==> config.mk <==
export PLATFORM = sky130hd
export DESIGN_NAME = toy_8bit_instruction_execute
export DESIGN_NICKNAME = d
export VERILOG_FILES = /design/src/hdl/t8ie_pkg.sv /design/src/hdl/t8ie_mem.sv /design/src/hdl/t8ie_exec.sv /design/src/hdl/toy_8bit_instruction_execute.sv
export VERILOG_INCLUDE_DIRS = /design/src /design/src/hdl
export SDC_FILE = /design/constraint.sdc
export NUM_CORES = 1
export LEC_CHECK = 0
export ABC_CLOCK_PERIOD_IN_PS = 4000
export BUFFER_PORTS_ARGS = -buffer_cell sky130_fd_sc_hd__buf_2
export CAP_MARGIN = 10
export CORE_MARGIN = 2
export CORE_UTILIZATION = 35
export DETAILED_ROUTE_END_ITERATION = 12
export GPL_TIMING_DRIVEN = 0
export PLACE_DENSITY = 0.52
export SETUP_SLACK_MARGIN = 0.15
export SYNTH_ARGS = -nofsm -noshare
export SYNTH_HDL_FRONTEND = slang
export SYNTH_SLANG_ARGS = --single-unit
==> constraint.sdc <==
create_clock -name clk -period 4 [get_ports clk]
set_input_delay 0.2 -clock clk [delete_from_list [all_inputs] [get_ports clk]]
set_output_delay 0.2 -clock clk [all_outputs]
set_load 0.03 [all_outputs]
==> src/hdl/assert_macros.svh <==
// Assertion macros used by the top level of the 8-bit instruction executer.
// Depends on nothing; each macro expects signals clk and rst_n in scope.
`ifndef ASSERT_MACROS_SVH
`define ASSERT_MACROS_SVH

// Property holds at every clock edge outside reset.
`define ASSERT_ALWAYS(lbl, expr, msg) \
    lbl: assert property (@(posedge clk) disable iff (!rst_n) (expr)) else $error(msg);

// Consequent holds in the same cycle as the antecedent.
`define ASSERT_IMPL(lbl, ante, cons, msg) \
    lbl: assert property (@(posedge clk) disable iff (!rst_n) (ante) |-> (cons)) \
        else $error(msg);

// Consequent holds in the cycle after the antecedent.
`define ASSERT_NEXT(lbl, ante, cons, msg) \
    lbl: assert property (@(posedge clk) disable iff (!rst_n) (ante) |=> (cons)) \
        else $error(msg);

`endif

==> src/hdl/t8ie_pkg.sv <==
// Shared types, constants and address helpers for the 8-bit instruction executer.
// Depends on nothing.
package t8ie_pkg;

    localparam int MEM_DEPTH = 32;
    localparam int ADDR_W    = (MEM_DEPTH > 1) ? $clog2(MEM_DEPTH) : 1;

    // opcode byte
    localparam logic [7:0] OP_NOP   = 8'h00;
    localparam logic [7:0] OP_ALU   = 8'hA0;
    localparam logic [7:0] OP_LDI_A = 8'hA1;
    localparam logic [7:0] OP_LDI_B = 8'hB1;
    localparam logic [7:0] OP_LDI_C = 8'hC1;
    localparam logic [7:0] OP_LDM_A = 8'hA2;
    localparam logic [7:0] OP_LDM_B = 8'hB2;
    localparam logic [7:0] OP_LDM_C = 8'hC2;
    localparam logic [7:0] OP_LDM_X = 8'hD2;
    localparam logic [7:0] OP_ST_A  = 8'hA4;
    localparam logic [7:0] OP_ST_B  = 8'hB4;
    localparam logic [7:0] OP_ST_C  = 8'hC4;

    // sub-opcodes of the ALU group (operand byte)
    localparam logic [7:0] ALU_MOV_AB = 8'h00;
    localparam logic [7:0] ALU_MOV_AC = 8'h01;
    localparam logic [7:0] ALU_ADC    = 8'h02;
    localparam logic [7:0] ALU_ADD    = 8'h03;
    localparam logic [7:0] ALU_SBB    = 8'h04;
    localparam logic [7:0] ALU_SUB    = 8'h05;

    typedef logic [ADDR_W-1:0] addr_t;

    // architectural register file
    typedef struct packed {
        logic [7:0]  a;
        logic [7:0]  b;
        logic [7:0]  c;
        logic [15:0] x;
        logic        carry;
        logic        sign;
    } cpu_state_t;

    // data memory write request
    typedef struct packed {
        logic       en;
        addr_t      addr;
        logic [7:0] data;
    } store_req_t;

    // operand byte to memory address, modulo MEM_DEPTH, built at elaboration
    typedef addr_t wrap_tbl_t [256];

    function automatic wrap_tbl_t build_wrap();
        wrap_tbl_t tbl;
        for (int i = 0; i < 256; i++)
        begin
            tbl[i] = addr_t'(i % MEM_DEPTH);
        end
        return tbl;
    endfunction

    localparam wrap_tbl_t WRAP_TBL = build_wrap();

    function automatic addr_t wrap_addr(logic [7:0] v);
        return WRAP_TBL[v];
    endfunction

    function automatic addr_t next_addr(addr_t a);
        addr_t r;
        if (a == addr_t'(MEM_DEPTH - 1))
            r = '0;
        else
            r = a + addr_t'(1);
        return r;
    endfunction

endpackage

==> src/hdl/t8ie_mem.sv <==
// Data memory: one write port, two registered read ports, zero until written.
// Depends on t8ie_pkg.
module t8ie_mem
(
    input  logic               clk,
    input  logic               rst_n,
    input  t8ie_pkg::store_req_t wr,
    input  logic               rd_en,
    input  t8ie_pkg::addr_t    rd_addr0,
    input  t8ie_pkg::addr_t    rd_addr1,
    output logic [7:0]         rd_data0,
    output logic [7:0]         rd_data1
);

    logic [7:0]                     mem [t8ie_pkg::MEM_DEPTH];
    logic [t8ie_pkg::MEM_DEPTH-1:0] valid_reg;
    logic [7:0]                     rd0_reg;
    logic [7:0]                     rd1_reg;

    always_ff @(posedge clk)
    begin
        if (wr.en)
            mem[wr.addr] <= wr.data;
    end

    always_ff @(posedge clk or negedge rst_n)
    begin
        if (!rst_n)
            valid_reg <= '0;
        else if (wr.en)
            valid_reg[wr.addr] <= 1'b1;
    end

    // write-first: a store landing on the same edge is forwarded
    always_ff @(posedge clk)
    begin
        if (rd_en)
        begin
            if (wr.en && wr.addr == rd_addr0)
                rd0_reg <= wr.data;
            else
                rd0_reg <= valid_reg[rd_addr0] ? mem[rd_addr0] : 8'h00;
            if (wr.en && wr.addr == rd_addr1)
                rd1_reg <= wr.data;
            else
                rd1_reg <= valid_reg[rd_addr1] ? mem[rd_addr1] : 8'h00;
        end
    end

    assign rd_data0 = rd0_reg;
    assign rd_data1 = rd1_reg;

endmodule

==> src/hdl/t8ie_exec.sv <==
// Instruction decode and execute: next register state, store request, bad flag.
// Depends on t8ie_pkg.
module t8ie_exec
(
    input  t8ie_pkg::cpu_state_t cur,
    input  logic [7:0]           op,
    input  logic [7:0]           operand,
    input  logic [7:0]           mem_hi,
    input  logic [7:0]           mem_lo,
    output t8ie_pkg::cpu_state_t nxt,
    output t8ie_pkg::store_req_t st,
    output logic                 bad
);

    logic [8:0] adc_sum;
    logic [7:0] b_adj;

    assign adc_sum = {1'b0, cur.a} + {1'b0, cur.b} + {8'h00, cur.carry};
    // borrow applied to B before the compare
    assign b_adj   = cur.carry ? (cur.b - 8'd1) : cur.b;

    always_comb
    begin
        nxt     = cur;
        st.en   = 1'b0;
        st.addr = t8ie_pkg::wrap_addr(operand);
        st.data = cur.a;
        bad     = 1'b0;
        unique case (op)
            t8ie_pkg::OP_NOP:
            begin
            end
            t8ie_pkg::OP_ALU:
            begin
                unique case (operand)
                    t8ie_pkg::ALU_MOV_AB: nxt.a = cur.b;
                    t8ie_pkg::ALU_MOV_AC: nxt.a = cur.c;
                    t8ie_pkg::ALU_ADC:
                    begin
                        nxt.a     = adc_sum[7:0];
                        nxt.carry = adc_sum[8];
                    end
                    t8ie_pkg::ALU_ADD:    nxt.a = cur.a + cur.c;
                    t8ie_pkg::ALU_SBB:
                    begin
                        nxt.b = b_adj;
                        if (cur.a > b_adj)
                            nxt.carry = 1'b0;
                        else
                        begin
                            nxt.carry = 1'b1;
                            nxt.sign  = 1'b1;
                        end
                        nxt.a = cur.a - b_adj;
                    end
                    t8ie_pkg::ALU_SUB:    nxt.a = cur.a - cur.c;
                    default:              bad = 1'b1;
                endcase
            end
            t8ie_pkg::OP_LDI_A: nxt.a = operand;
            t8ie_pkg::OP_LDI_B: nxt.b = operand;
            t8ie_pkg::OP_LDI_C: nxt.c = operand;
            t8ie_pkg::OP_LDM_A: nxt.a = mem_hi;
            t8ie_pkg::OP_LDM_B: nxt.b = mem_hi;
            t8ie_pkg::OP_LDM_C: nxt.c = mem_hi;
            t8ie_pkg::OP_LDM_X: nxt.x = {mem_hi, mem_lo};
            t8ie_pkg::OP_ST_A:
            begin
                st.en   = 1'b1;
                st.data = cur.a;
            end
            t8ie_pkg::OP_ST_B:
            begin
                st.en   = 1'b1;
                st.data = cur.b;
            end
            t8ie_pkg::OP_ST_C:
            begin
                st.en   = 1'b1;
                st.data = cur.c;
            end
            default: bad = 1'b1;
        endcase
    end

endmodule

==> src/hdl/toy_8bit_instruction_execute.sv <==
// Top level of the 8-bit instruction executer: input stage, register state,
// result register. Depends on t8ie_pkg, t8ie_mem, t8ie_exec, assert_macros.svh.
//
// Usage:
//   Slave channel s_*: one request per instruction, op in s_tdata[7:0],
//   operand in s_tdata[15:8]. Master channel m_*: one result per request,
//   holding A, B, C, X and the flag byte after that instruction; m_tuser
//   flags an unrecognised instruction (state left untouched).
//   Pipeline: two register stages (input/memory-read stage, result register);
//   a request moves on into the result register once that register is free.
//   Throughput: one request per clock while m_tready is high; the data memory
//   reads both bytes a load may need in the same cycle the request is taken,
//   and a store from the instruction ahead is forwarded into that read.
//   Reset: A, B, C, X, carry and sign clear; the 32-byte memory reads as
//   zero via per-entry valid bits, so no clearing pass is needed and the
//   block takes requests as soon as reset is released.
//   Back-pressure: when m_tready is low the result is held; one further
//   request can still be taken into the input stage, after which s_tready
//   drops until the result register drains.
module toy_8bit_instruction_execute
(
    input  logic        clk,
    input  logic        rst_n,
    input  logic        s_tvalid,
    output logic        s_tready,
    input  logic [15:0] s_tdata,   // [7:0] op, [15:8] operand
    output logic        m_tvalid,
    input  logic        m_tready,
    output logic [47:0] m_tdata,   // [7:0] reg_a, [15:8] reg_b, [23:16] reg_c,
                                   // [39:24] reg_x, [47:40] flag_byte
    output logic [0:0]  m_tuser    // [0] bad_opcode
);

    `include "assert_macros.svh"

    // input stage
    logic                 s1_valid_reg, s1_valid_next;
    logic [7:0]           op_reg;
    logic [7:0]           operand_reg;

    // architectural state
    t8ie_pkg::cpu_state_t state_reg;
    t8ie_pkg::cpu_state_t state_next;

    // result register
    logic                 m_tvalid_reg, m_tvalid_next;
    logic [47:0]          m_tdata_reg;
    logic                 bad_reg;

    logic                 accept;
    logic                 out_free;
    logic                 commit;
    logic                 exec_bad;
    t8ie_pkg::store_req_t exec_st;
    t8ie_pkg::store_req_t mem_wr;
    t8ie_pkg::addr_t      rd_addr0;
    t8ie_pkg::addr_t      rd_addr1;
    logic [7:0]           mem_hi;
    logic [7:0]           mem_lo;

    assign out_free = !m_tvalid_reg || m_tready;
    assign commit   = s1_valid_reg && out_free;
    assign s_tready = !s1_valid_reg || out_free;
    assign accept   = s_tvalid && s_tready;

    // both bytes of a possible X load are fetched on acceptance
    assign rd_addr0 = t8ie_pkg::wrap_addr(s_tdata[15:8]);
    assign rd_addr1 = t8ie_pkg::next_addr(rd_addr0);

    // stores only take effect when the instruction retires
    always_comb
    begin
        mem_wr    = exec_st;
        mem_wr.en = exec_st.en && commit;
    end

    t8ie_mem u_mem
    (
        .clk      (clk),
        .rst_n    (rst_n),
        .wr       (mem_wr),
        .rd_en    (accept),
        .rd_addr0 (rd_addr0),
        .rd_addr1 (rd_addr1),
        .rd_data0 (mem_hi),
        .rd_data1 (mem_lo)
    );

    t8ie_exec u_exec
    (
        .cur     (state_reg),
        .op      (op_reg),
        .operand (operand_reg),
        .mem_hi  (mem_hi),
        .mem_lo  (mem_lo),
        .nxt     (state_next),
        .st      (exec_st),
        .bad     (exec_bad)
    );

    always_comb
    begin
        if (accept)
            s1_valid_next = 1'b1;
        else if (commit)
            s1_valid_next = 1'b0;
        else
            s1_valid_next = s1_valid_reg;

        if (commit)
            m_tvalid_next = 1'b1;
        else if (m_tready)
            m_tvalid_next = 1'b0;
        else
            m_tvalid_next = m_tvalid_reg;
    end

    always_ff @(posedge clk or negedge rst_n)
    begin
        if (!rst_n)
        begin
            s1_valid_reg <= 1'b0;
            m_tvalid_reg <= 1'b0;
            state_reg    <= '0;
        end
        else
        begin
            s1_valid_reg <= s1_valid_next;
            m_tvalid_reg <= m_tvalid_next;
            if (commit)
                state_reg <= state_next;
        end
    end

    // payload registers
    always_ff @(posedge clk)
    begin
        if (accept)
        begin
            op_reg      <= s_tdata[7:0];
            operand_reg <= s_tdata[15:8];
        end
        if (commit)
        begin
            m_tdata_reg <= {state_next.carry, state_next.sign, 6'b000000,
                            state_next.x, state_next.c, state_next.b, state_next.a};
            bad_reg     <= exec_bad;
        end
    end

    assign m_tvalid   = m_tvalid_reg;
    assign m_tdata    = m_tdata_reg;
    assign m_tuser[0] = bad_reg;

    // sign flag is sticky until reset
    `ASSERT_NEXT(a_sign_sticky, state_reg.sign, state_reg.sign, "sign flag cleared")
    // an unrecognised instruction leaves the state as it was
    `ASSERT_NEXT(a_bad_no_change, commit && exec_bad, state_reg == $past(state_reg),
        "bad instruction changed state")
    // a retiring instruction always produces a result
    `ASSERT_NEXT(a_commit_result, commit, m_tvalid, "retired instruction gave no result")
    // full input stage behind a stalled result blocks new requests
    `ASSERT_IMPL(a_stall_blocks, s1_valid_reg && m_tvalid && !m_tready, !s_tready,
        "request taken while both stages full")

endmodule
# After elaboration in Yosys (flattened, before gate mapping)
# Memories as Yosys holds them, arrays and structs flattened.
# Cells that the tools add are included.
[word_totals]
regBits = 151
ram_bits = 256
mem_bits_ro = 2560
in_bits = 20
out_inout_bits = 51
elab_cells = 108
mem_count = 3
[memory_table]
columns = ["memory", "depth", "width", "rd", "rd_clocked_by_memory_dff", "write_ports", "line_no", "rtl"]
rows = [
  ["(no name shown)", 256, 5, 1, 0, 0, "t8ie_pkg.sv:64", "return WRAP_TBL[v];"],
  ["(no name shown)", 256, 5, 1, 0, 0, "t8ie_pkg.sv:64", ""],
  ["u_mem.mem", 32, 8, 2, 0, 1, "t8ie_mem.sv:15", "logic [7:0] mem [t8ie_pkg::MEM_DEPTH];"],
]
[op_classes]
addsub = 7
magnitude_cmp = 7
n_eq_ne = 19
n_mux = 37
bitwise = 3
reduce_logical = 17
[op_table]
columns = ["cell", "n"]
rows = [
  ["8-bit equality test (second input constant)", 11],
  ["8-bit two-way mux", 6],
  ["8-bit one-hot mux with 3 select lines", 2],
  ["8-bit one-hot mux with 6 select lines", 1],
  ["32-bit bitwise OR", 1],
  ["8-bit one-hot mux with 2 select lines", 2],
  ["5-bit two-way mux", 5],
  ["9-bit >= comparator (second input constant)", 2],
  ["5-bit by 6-bit < comparator with 1-bit output (second input constant)", 3],
  ["8-bit NOT with 9-bit output", 2],
  ["8-bit by 2-bit equality test with 1-bit output (second input constant)", 2],
  ["8-bit by 3-bit equality test with 1-bit output (second input constant)", 2],
  ["8-bit logical NOT", 2],
  ["16-bit two-way mux", 1],
  ["8-bit subtractor", 2],
  ["1-bit two-way mux", 14],
  ["11-bit OR reduction", 1],
  ["1-bit binary-select mux with 5-bit select", 2],
  ["5-bit equality test", 2],
  ["8-bit by 8-bit adder with 9-bit output", 1],
  ["9-bit by 1-bit adder with 9-bit output", 1],
  ["8-bit adder", 1],
  ["8-bit by 1-bit equality test with 1-bit output (second input constant)", 1],
  ["8-bit greater-than comparator", 1],
  ["other kinds (13)", 22],
]

# Depth between registers and ports, before layout
[logic_depth]
depth_word = 10
mapped_depth = 17
depth_no_buf = 14

# Modules after synthesis
# A second synthesis with hierarchy kept.
[unflattened]
hier_cells = 1556
hier_area_um2 = 22421.5
[modules_own_cells]
columns = ["mod", "instances", "cells_per_inst", "area_each_um2", "seq_area_each_um2"]
rows = [
  ["t8ie_mem", 1, 997, 16041.6, 8968.6],
  ["toy_8bit_instruction_execute", 1, 174, 3769.9, 2872.8],
  ["t8ie_exec", 1, 385, 2610.0, 0.0],
]

# Worst setup path before layout
# OpenSTA, ideal clock, no wires.
[synth_path]
path_type = "input port to flip-flop"
from = "input s_tdata[10]"
to = "register u_mem.rd1_reg[2], in the netlist u_mem.rd_data1[2], data pin"
setup_ns = 0.260
arrival_ns = 3.149
slack_ns = 0.592
path_stages = 14
cell_sequence = "buf_4 > buf_1 > clkbuf_1 > and3_1 > ha_1 > buf_4 > clkinv_1 > nand2_2 > buf_6 > mux4_2 > a21oi_2 > nand4_4 > a21boi_1 > mux2_2"
[synth_between]
elab_chain_len = 10
word_cells_on_any_way = 14
classes_between = "add/sub (1); eq/ne (2); mux (7); bitwise (1); reduce/logical (1); memory (2)"
[synth_rtl]
columns = ["item", "line_no", "rtl"]
rows = [
  ["start: declaration", "toy_8bit_instruction_execute.sv:26", "input logic [15:0] s_tdata,"],
  ["8-bit NOT with 9-bit output (not written as such) (*)", "t8ie_pkg.sv:64", ""],
  ["memory read 256 x 5 bit (*)", "--", ""],
  ["5-bit two-way mux (not written as such) (*) (2 in series)", "t8ie_pkg.sv:64", ""],
  ["5-bit by 1-bit adder with 5-bit output or 5-bit equality test (tied branches)", "t8ie_pkg.sv:72, t8ie_pkg.sv:69", ""],
  ["5-bit two-way mux (*)", "t8ie_pkg.sv:69", "if (a == addr_t'(MEM_DEPTH - 1))"],
  ["1-bit binary-select mux with 5-bit select", "t8ie_mem.sv:46", "rd1_reg <= valid_reg[rd_addr1] ? mem[rd_addr1] : 8'h00;"],
  ["1-bit two-way mux (not written as such)", "t8ie_mem.sv:46", ""],
  ["8-bit two-way mux", "t8ie_mem.sv:46", ""],
  ["8-bit two-way mux (*)", "t8ie_mem.sv:43", "if (wr.en && wr.addr == rd_addr1)"],
  ["end signal: assignment", "t8ie_mem.sv:44", "rd1_reg <= wr.data;"],
  ["end signal: assignment", "t8ie_mem.sv:46", ""],
  ["end: declaration", "t8ie_mem.sv:18", "logic [7:0] rd1_reg;"],
]
# Mark *: on every way between the ends. The rest lies on a longest branch, timed or not. The select of a mux whose other input is x is not followed.
# A chain may end at the register's enable or synchronous reset.

# Worst setup path after layout
[layout_path]
from = "input s_tdata[11]"
to = "register u_mem.rd1_reg[4], in the netlist u_mem.rd_data1[4], data pin"
# The elaborated chain is that of the path after synthesis.

==> impl_metrics.env <==
export IMPL_status="finished, final reports clean"
export IMPL_grt_overflow=0
export IMPL_yosys_area_top_type="edfxtp_1"
export IMPL_diodes=0
export IMPL_fp_dieW_um=247
export IMPL_placed_area_um2=22200
export IMPL_end_kind="flop"
export IMPL_largest_reg_flops=256
export IMPL_hold_violations=0
export IMPL_synth_distinct_cells=76
export IMPL_holdWs_ps=19.6
export IMPL_switching_power_mw=3.20
export IMPL_busiest_layer="met2"
export IMPL_synth_area_um2=20700
export IMPL_maxCapViolations=0
export IMPL_grt_use_total=0.233
export IMPL_nNetsFinal=1769
export IMPL_num_io_pins=71
export IMPL_setup_violations_final=0
export IMPL_ys_seq_area_frac=0.573
export IMPL_yosys_most_used_dff="edfxtp_1"
export IMPL_dr_pass1_iters=6
export IMPL_worstSetupPathType="in2reg"
export IMPL_synth_top_area_frac=0.481
export IMPL_arrival_ps=4140
export IMPL_syn_inst=1554
export IMPL_cts_made_buffers=45
export IMPL_p_int_mw=7.80
export IMPL_drt_antenna_violating_nets=0
export IMPL_drt_iter0_markers=1653
export IMPL_fin_crit_ps=3820
export IMPL_ctsHtreeMaxLevel=2
export IMPL_worstMarginPinSlew_ps=1360
export IMPL_coreArea_um2=58700
export IMPL_clk_pin_slew_ps=60
export IMPL_async_flop_share=0.187
export IMPL_drc=0
export IMPL_drt_wl_total_mm=72.3
export IMPL_fin_cells=2529
export IMPL_dieArea_um2=61000
export IMPL_drive_above_1_share=0.251
export IMPL_required_ps=4320
export IMPL_critical_path_max_fanout=10
export IMPL_final_common_cell="edfxtp_1"
export IMPL_clk_latency_ps=610
export IMPL_area_growth_pct=16.5
export IMPL_clockRootBuffer="clkbuf_16"
export IMPL_slew_viol_final=0
export IMPL_grt_antenna_before_repair=0
export IMPL_io_buffers=64
export IMPL_p_leak_nw=8.74
export IMPL_via_per_inst=5.97
export IMPL_rsz0062_at_grt="yes"
export IMPL_dp_cells=2415
export IMPL_ys_ff_latch=407
export IMPL_vias=15100
export IMPL_min_path_type="in2async"
export IMPL_initial_utilization=0.352
export IMPL_dp_hpwl_mm=50.4
export IMPL_wl_per_cell_um=28.6
export IMPL_final_cell_mix="edfxtp_1 (331), nand2_1 (224), mux4_2 (121), buf_2 (92), nor2_1 (79)"
export IMPL_peakVddDrop_uv=305
export IMPL_pwr_share_seq=0.448
export IMPL_grtUsageMet2=0.370
export IMPL_post_route_cell_area_um2=24100
export IMPL_syn_avg_cell_area_um2=13.3
export IMPL_gp_congestion=0.915
export IMPL_use_met1=0.316
export IMPL_powerDensity_nw_per_um2=457
export IMPL_fin_ws_ps=176
export IMPL_cts_sinks=407
export IMPL_cts_path_max_buffers=3
export IMPL_cts_tree="yes"
export IMPL_combPwrFrac=0.174
export IMPL_synth_edf_count=331
export IMPL_synth_area_leaders="edfxtp_1 (48%), mux4_2 (13%), dfrtp_1 (9.2%)"
export IMPL_totalPowerFinal_mw=11.0
export IMPL_die_h_um=247
export IMPL_switching_share=0.291
export IMPL_finClkSkew_ps=30.7
export IMPL_grt_pass1_vias=14600
export IMPL_clkPwrFrac=0.378
export IMPL_fmax_ghz=0.261
export IMPL_place_ws_ps=-1870
export IMPL_max_slew_margin_rel=0.0889
export IMPL_num_rows=89
export IMPL_use_met3=0.0430
export IMPL_grt_max_degree=64
export IMPL_grt_pass1_wl_mm=102
export IMPL_yosys_warnings=0
export IMPL_finalCritPeriodShare=0.956
export IMPL_start_kind="input port"
## per-layer routing
| metal | up-vias | part of all wire |
|---|---|---|
| met5 | - | 0 |
| met1 | 7676 | 0.40 |
| met4 | 0 | 0.042 |
| li1 | 6352 | - |
| met2 | 889 | 0.46 |
| met3 | 179 | 0.095 |
## cell families after synthesis
family	count (synthesis)	share of synthesized area
DFF	407	0.573
other	1	0.000182
muxes	171	0.159
AOI/OAI and AO/OA	274	0.0894
adders and majority gates	30	0.0196
and+or+nand+nor	504	0.114
buffers and inverters	127	0.0273
xor gates and xnor gates	40	0.0179
## Yosys cell counts (all sizes together), types with 26 or more instances
cell type and count:
edfxtp 331, nand2 225, mux4 122, nor2 84, dfrtp 76, nand3 57
buf 56, o21ai 54, clkbuf 51, a21oi 38, a31oi 34, or2 34
mux2 27, ha 26
## final cells by class
type	count	area (um2)
fill	5362	34600
clock buffer	52	1180
tap	773	967
timing repair inverter	6	37.5
buffer	104	500
sequential	407	11800
timing repair buffer	110	776
multi-input combinational	1025	8380
inverter	20	101
clock inverter	32	290
## what timing repair did
action | 4_1_cts | 5_1_grt
pin swaps | 0 | 1
gates resized for setup | 16 | 35
hold buffers | 20 | 0
setup endpoints to repair | 169 | 236
gates cloned | 0 | 6
hold endpoints to repair | 94 | 0
setup buffers | 0 | 6
## path summary, 6_finish.rpt
| check | startpoint | endpoint | slack (ps) | depth (start not counted) |
|---|---|---|---|---|
| worst max-delay path | s_tdata[11] | u_mem.rd_data1[4]$_DFFE_PP_ | 180 | 15 |
| worst min-delay path | rst_n | state_reg[1]$_DFFE_PN0P_ | 20 | 2 |
| worst max register to register | op_reg[3]$_DFFE_PP_ | u_mem.mem[13][7]$_DFFE_PP_ | 280 | 7 |
| worst min register to register | state_reg[0]$_DFFE_PN0P_ | state_reg[0]$_DFFE_PN0P_ | 460 | 1 |
| max in group asynchronous | rst_n | u_mem.valid_reg[20]$_DFFE_PN0P_ | 3360 | 3 |
| min in group clk | s_tdata[14] | operand_reg[6]$_DFFE_PP_ | 330 | 2 |
## worst max-delay path, cell delays in order
cell	delay (ps)
buf_2	160
buf_4	240
buf_4	240
and3_1	170
ha_1	170
buf_4	170
nor2_4	460
buf_4	400
buf_2	330
buf_2	360
a31oi_1	140
a32oi_1	190
a211oi_1	170
o31ai_2	500
mux2i_1	180
## power by group through the flow
stage	clock, mW	sequential (mW)	combinational, mW
finish	4.16	4.93	1.91
global route	4.38	4.94	2.05
CTS	4.22	4.92	1.85
detailed placement	0	5.01	1.82
global placement	0	5.01	1.81
floorplan	0	5.07	1.12
## metrics by stage
step / util / TNS, ps
final: 0.410 / 0
after CTS: 0.407 / -2850
after global placement: 0.374 / -18360
after detailed placement: 0.378 / -16270
after global routing: 0.410 / 0
after floorplan: - / 0
(Power assumes the default switching activity.)
